===== src/hw/rtl/vfa_pkg.sv =====
// Package with the constants, types and helper functions of the vector unit.
package vfa_pkg;

  localparam int FRAC_BITS    = 16;
  localparam int WORD_W       = 32;
  localparam int LANES        = 4;
  localparam int OP_W         = 4;
  localparam int EPS_W        = 31;
  localparam int SCALAR_W     = 47;
  localparam int SQ_W         = 2 * WORD_W;
  localparam int SUM_W        = SQ_W + 1;
  localparam int DIFF_LIM     = 28;
  localparam int DSQ_W        = 2 * DIFF_LIM;
  localparam int DSUM_W       = DSQ_W + 2;
  localparam int ROOT_W       = WORD_W + 1;
  localparam int DVD_W        = WORD_W + FRAC_BITS;
  localparam int DVS_W        = ROOT_W;
  localparam int MERGE_STAGES = 2;
  localparam int SQRT_STAGES  = ROOT_W;
  localparam int DIV_STAGES   = DVD_W;
  localparam int PIPE_STAGES  = 1 + MERGE_STAGES + SQRT_STAGES + DIV_STAGES;

  typedef enum logic [OP_W-1:0] {
    OP_NEG  = 4'd0,
    OP_ADD  = 4'd1,
    OP_SUB  = 4'd2,
    OP_SCL  = 4'd3,
    OP_DIV  = 4'd4,
    OP_SQR  = 4'd5,
    OP_MAG  = 4'd6,
    OP_NORM = 4'd7,
    OP_EQ   = 4'd8,
    OP_NE   = 4'd9
  } op_t;

  // What one lane hands to the merge stage and the sideband.
  typedef struct packed {
    logic [WORD_W-1:0] simple;
    logic [SQ_W-1:0]   sq;
    logic [DSQ_W-1:0]  dsq;
    logic              big;
    logic              neg;
    logic [DVD_W-1:0]  dvd;
  } lane_out_t;

  typedef struct packed {
    logic [OP_W-1:0]              op;
    logic                         sneg;
    logic [WORD_W-1:0]            smag;
    logic [LANES-1:0]             a_neg;
    logic [LANES-1:0][DVD_W-1:0]  dvd;
    logic [LANES-1:0][WORD_W-1:0] simple;
  } sb_a_t;

  typedef struct packed {
    sb_a_t                 a;
    logic [SCALAR_W-1:0]   scalar;
    logic                  flag;
  } sb_b_t;

  typedef struct packed {
    logic                         use_div;
    logic [LANES-1:0]             res_neg;
    logic [LANES-1:0][WORD_W-1:0] simple;
    logic [SCALAR_W-1:0]          scalar;
    logic                         flag;
    logic                         derr;
  } sb_c_t;

  typedef struct packed {
    logic [LANES-1:0][WORD_W-1:0] r;
    logic [SCALAR_W-1:0]          scalar;
    logic                         flag;
    logic                         derr;
  } res_t;

  // Saturate a signed value to one signed word.
  function automatic logic [WORD_W-1:0] sat_word(input logic signed [SQ_W-1:0] v);
    logic signed [SQ_W-1:0] hi;
    logic signed [SQ_W-1:0] lo;
    hi = (SQ_W'(1) <<< (WORD_W - 1)) - SQ_W'(1);
    lo = -hi - SQ_W'(1);
    if (v > hi) begin
      return hi[WORD_W-1:0];
    end else if (v < lo) begin
      return lo[WORD_W-1:0];
    end
    return v[WORD_W-1:0];
  endfunction

  // Apply a sign to a quotient magnitude and saturate it to one word.
  function automatic logic [WORD_W-1:0] sat_quot(input logic [DVD_W-1:0] q, input logic neg);
    logic [DVD_W-1:0] lim;
    lim = DVD_W'(1) << (WORD_W - 1);
    if (!neg) begin
      if (q >= lim) begin
        return lim[WORD_W-1:0] - WORD_W'(1);
      end
      return q[WORD_W-1:0];
    end
    if (q > lim) begin
      return lim[WORD_W-1:0];
    end
    return ~q[WORD_W-1:0] + WORD_W'(1);
  endfunction

endpackage


===== src/hw/rtl/vfa_merge.sv =====
// Two-stage adder tree that sums the squares and squared differences found by the four lanes.
module vfa_merge import vfa_pkg::*; (
  input  logic              clk,
  input  logic              en,
  input  lane_out_t         lane [LANES],
  output logic [SUM_W-1:0]  sum_sq_r,
  output logic [DSUM_W-1:0] sum_d_r,
  output logic              big_r
);

  logic [SUM_W-2+1:0]   p0_r;
  logic [SUM_W-2+1:0]   p1_r;
  logic [DSUM_W-2:0]    dp0_r;
  logic [DSUM_W-2:0]    dp1_r;
  logic                 bg_r;

  // Pairwise sums, then the totals.
  always_ff @(posedge clk) begin
    if (en) begin
      p0_r     <= SUM_W'(lane[0].sq) + SUM_W'(lane[1].sq);
      p1_r     <= SUM_W'(lane[2].sq) + SUM_W'(lane[3].sq);
      dp0_r    <= (DSUM_W-1)'(lane[0].dsq) + (DSUM_W-1)'(lane[1].dsq);
      dp1_r    <= (DSUM_W-1)'(lane[2].dsq) + (DSUM_W-1)'(lane[3].dsq);
      bg_r     <= lane[0].big | lane[1].big | lane[2].big | lane[3].big;
      sum_sq_r <= p0_r + p1_r;
      sum_d_r  <= DSUM_W'(dp0_r) + DSUM_W'(dp1_r);
      big_r    <= bg_r;
    end
  end

endmodule


===== config.mk =====
export PLATFORM = sky130hd
export DESIGN_NAME = vfa_merge
export DESIGN_NICKNAME = d
export VERILOG_FILES = /design/src/hw/rtl/vfa_pkg.sv /design/src/hw/rtl/vfa_merge.sv
export SDC_FILE = /design/constraint.sdc
export NUM_CORES = 1
export LEC_CHECK = 0
export BUFFER_PORTS_ARGS = -buffer_cell sky130_fd_sc_hd__buf_2
export CAP_MARGIN = 20
export CORE_AREA = 2 2 360 362
export DETAILED_ROUTE_END_ITERATION = 8
export DIE_AREA = 0 0 362 364
export PLACE_DENSITY = 0.43
export SETUP_SLACK_MARGIN = 0.1
export SYNTH_ARGS = -nofsm -noshare
export SYNTH_HDL_FRONTEND = slang
export SYNTH_SLANG_ARGS = --single-unit
export TNS_END_PERCENT = 20

===== constraint.sdc =====
create_clock -name clk -period 4.3 [get_ports clk]
set_input_delay 0.43 -clock clk [delete_from_list [all_inputs] [get_ports clk]]
set_output_delay 0.43 -clock clk [all_outputs]
set_load 0.05 [all_outputs]

# After elaboration in Yosys (flattened, before gate mapping)
# Index checks and enable logic that the tools add are counted.
[classes]
add_sub_neg = 6
n_mul = 0
n_div = 0
magnitude_cmp = 0
eq_ne = 0
shifts = 0
mux = 0
bitwise = 3
n_reduce_logical = 0
[op_table]
columns = ["op", "n"]
rows = [
  ["$add A64 B64 Y65", 2],
  ["$add A56 B56 Y57", 2],
  ["$add A65 B65 Y65", 1],
  ["$add A57 B57 Y58", 1],
  ["$or A1 B1 Y1", 3],
]
[word_totals]
register_bits = 369
latch_bits = 0
ramBits = 0
mem_bits_ro = 0
output_inout_bits = 124
elab_cells = 17
mem_count = 0

# Depth between registers and ports, before layout
[logic_depth]
word_depth = 3
ltp_mapped = 13

# Worst setup path after synthesis
# No wires, ideal clock.
[synth_timing]
path_type = "input port to flip-flop"
from = "in lane[510] in the netlist's numbering"
to = "reg p0_r[50], data pin"
setup_ns = 0.264
arrival_time_ns = 3.122
required_time_ns = 4.036
setup_slack_ns = 0.915
stages = 12
n_path_buf = 0
path_cell_list = "ha_1 -> fa_1 -> a21o_1 -> a221oi_4 -> a2111o_1 -> nand3_2 -> a41o_1 -> a221o_1 -> a21o_1 -> a41oi_2 -> a31oi_1 -> xor2_1"
[synth_between]
elab_chain_len = 1
[synth_lines]
columns = ["element", "line", "rtl"]
rows = [
  ["start: declaration", "vfa_merge.sv:5", "input lane_out_t lane [LANES],"],
  ["$add A64 B64 Y65", "vfa_merge.sv:20", "p0_r <= SUM_W'(lane[0].sq) + SUM_W'(lane[1].sq);"],
  ["end signal: assignment", "vfa_merge.sv:20", ""],
  ["end: declaration", "vfa_merge.sv:11", "logic [SUM_W-2+1:0] p0_r;"],
]
# Every way passes these cells.
# A chain may end at the register's enable or synchronous reset.

# Final worst setup path
[layout_timing]
from = "reg p0_r[0]"
to = "reg sum_sq_r[60], data pin"
[layout_between]
elab_chain_len = 1
[layout_lines]
columns = ["element", "line", "rtl"]
rows = [
  ["$add A65 B65 Y65", "vfa_merge.sv:25", "sum_sq_r <= p0_r + p1_r;"],
  ["end signal: assignment", "vfa_merge.sv:25", ""],
  ["end: declaration", "vfa_merge.sv:6", "output logic [SUM_W-1:0] sum_sq_r,"],
]
# Every way passes these cells.

==> summary.txt <==
Global routing
  – Met3 capacity usage during global routing: 3.63%
  – Initial antenna violation count: 26
  – First-pass GRT wire length: 173000 um
  – Number of global-route vias before repair: 28302
  – Met1 GRT Util: 23.0%
  – Met2 Usage GRT: 27.7%
  – GRT Total Usage: 17.1%
  – Gr busiest metal: met2
  – Largest net degree at the start of global routing: 81
  – Total gr overflow: 0

Clock network
  – Setup Buffers After CTS: 0
  – Clock Latency Late Sink: 630 ps
  – CTS Hold Bufs: 0
  – CTS Sinks: 369
  – Clock transition at path regs: 60 ps
  – Num CTS Buffers: 49
  – CTS tree: yes
  – Clock Tree Buf Depth: 3
  – Clk root buf: clkbuf_16
  – PostCTS Resize Cnt: 0
  – H-tree levels: 2

Logic synthesis
  – Syn Area/Cell: 9.26 um^2
  – Synthesized net count: 4585
  – Top post-synthesis cells by area: edfxtp_1 (35%), ha_1 (14%), a21oi_1 (6.5%)
  – Area leader, netlist: edfxtp_1
  – Fraction of the yosys area taken by sequential cells: 35.1%
  – #FFs+latches synth: 369
  – Asr flop ratio synth: 0%
  – Synth Instances: 3408
  – Yosys top cell area share: 35.1%
  – Post-synth design cell area: 31600 um^2
  – Number of synthesized flops with an enable pin: 369
  – Library cells used by synthesis: 83
  – Yosys Warn Count: 0
  – Prevailing post-synth register cell: edfxtp_1

Setup path
  – FF-to-FF path depth: 12
  – Buf+Inv Stages, Crit Path: 0
  – Setup crit end kind: flip-flop
  – CP required: 4660 ps
  – R2R setup slack: 310 ps
  – CP max FO: 5
  – R2r startpoint: p0_r[0]
  – Critical Path AT: 4350 ps
  – Family with the most delay on the worst path: compound AO/OA/AOI/OAI gates
  – CP peak stage delay: 500 ps
  – Worst setup SP type: flip-flop
  – Setup CP Type: reg2reg
  – CP Depth: 12
  – CP max stage cell: o31ai_1
  – Critical-path cell list: ha_1, fa_1, a211oi_1, o211a_1, o21ai_2, o211ai_1, a31oi_1, o31ai_1, o31a_1, o21a_1, o21ai_1, xor2_1
  – Worst Setup SP: p0_r[0]

Floorplan
  – I/O pins: 934
  – Core area: 128000 um^2
  – Die extent in y: 364 um
  – Die Wd: 362 um
  – Initial Utilization: 24.6%
  – Row cnt: 132
  – Die Footprint: 132000 um^2

Finish
  – Layout area overhead: 22.4%
  – Leading cell type in the layout, fill and taps excluded: buf_2
  – Nets: 5198
  – Post-route insts no fill: 5745
  – Commonest cells after routing, fill and taps aside: buf_2 (608), a21oi_1 (409), edfxtp_1 (369)
  – Fraction of layout cells with a size suffix above 1: 19.6%
  – Fillcell total: 13691

Timing
  – Clk_skew: 34.2 ps
  – Fmax: 251 MHz
  – Final min period: 3990 ps
  – Setup TNS: 0 ps
  – RSZ-0062 raised after global routing: yes
  – Finish-stage setup viols: 0
  – Final hold vios: 0
  – Slew at the pin closest to its max-slew limit: 1000 ps
  – Rel. slew slack: 32.7%
  – Max-slew violations: 0
  – Period utilization: 92.7%

Pwr
  – Pleak: 0.0164 uW
  – Pwr Density: 486 nW/um^2
  – VDD IR max: 0.283 mV

Worst hold path
  – Hold Path Stages: 2
  – Worst Min Path Start: lane[252]
  – Worst hold path type: in2reg

Detailed routing
  – Vias/cell: 4.94
  – Routed vias: 28374
  – DR iter-0 viols: 1763
  – Drt drc: 0
  – Final ANT Viol Nets: 0
  – Post-Route WL: 118000 um
  – Drt first pass iters: 5
  – Routed WL per cell: 20.5 um

Place
  – GP Congestion: 0.894
  – DP Cell Count: 5645
  – IO Port Bufs: 609
  – Hpwl dp: 100000 um

Job
  – Maxcap violations: 0

Status
  – Status: finished, final reports clean
[logic make-up after synthesis]
kind of cell	synth area share (%)
multiplexers	0.0951
XOR/XNOR	9.24
AND/OR/NAND/NOR	14.1
flip-flops	35.1
adder cells (fa/ha/maj)	14.7
buffers and inverters	2.54
AO/OA/AOI/OAI	24.3
[area by class of cell]
class                   instances  area [um^2]  share of cell area (%)
flip-flops and latches        369        11100                    28.7
clock inverters                40          522                    1.35
multi-input cells            2829        19700                    51.0
repair buffers                684         3660                    9.47
well taps                    1675         2100                    5.42
inverters                      88          330                   0.855
diodes                          8         20.0                  0.0518
clock buffers                  52         1240                    3.20
[power breakdown]
group          switching [uW]  internal, uW
clock network            1740          2710
logic                    5820          2950
registers                 350          5210
total                    7910         10900
[registers in the layout (all words and copies together) (netlist names)]
| signal | flops |
|---|---|
| p0_r | 65 |
| p1_r | 65 |
| sum_sq_r | 65 |
| sum_d_r | 58 |
| dp0_r | 57 |
| dp1_r | 57 |
| bg_r | 1 |
| big_r | 1 |
[stage by stage]
step | total power [uW] | worst slack (ps) | utilization [%] | hold WS, ps | instance area [um^2]
floorplan | 11700 | 915 | - | 400 | 31600
global placement | 14400 | 57.4 | 28.7 | 409 | 36900
detailed placement | 14400 | 51.6 | 28.7 | 421 | 36900
CTS | 19000 | 316 | 30.1 | 66.5 | 38600
global route | 20000 | 23.2 | 30.1 | 97.9 | 38600
finish | 18800 | 314 | 30.1 | 130 | 38600
[path summary, 6_finish.rpt]
kind / end
worst max-delay path: sum_sq_r[60]
worst min-delay path: dp1_r[0]
worst min register to register: big_r
worst max register to register: sum_sq_r[60]
[synthesized netlist by cell type (26+ instances only)]
cell type  count
nand2b_1      29
xnor2_1      208
a211oi_1      45
o211ai_1      30
nor2_1       223
o21ai_0      206
o21a_1        34
a21oi_1      409
ha_1         361
and4_1        26
a21o_1       183
edfxtp_1     369
xor2_1       125
and3_1        32
nand3_1       71
o21bai_1      57
nor2b_1       37
inv_1         88
nor3_1        55
nand4_1       79
nand2_1      284
a31oi_1       49
o31ai_1       33
clkbuf_1     115
[worst register-to-register path, stage by stage, from the launching register on]
cell      delay (ps)
edfxtp_1         370
ha_1             250
fa_1             430
a211oi_1         330
o211a_1          250
o21ai_2          110
o211ai_1         410
a31oi_1          310
o31ai_1          500
o31a_1           340
o21a_1           190
o21ai_1           80
xor2_1           160
[per-layer routing]
metal	wire length, um	vias to the layer above
met1	54400	13271
met5	40	-
met2	52900	777
met3	7200	164
li1	-	14156
met4	3200	6
Power figures use the tool's default switching activity.
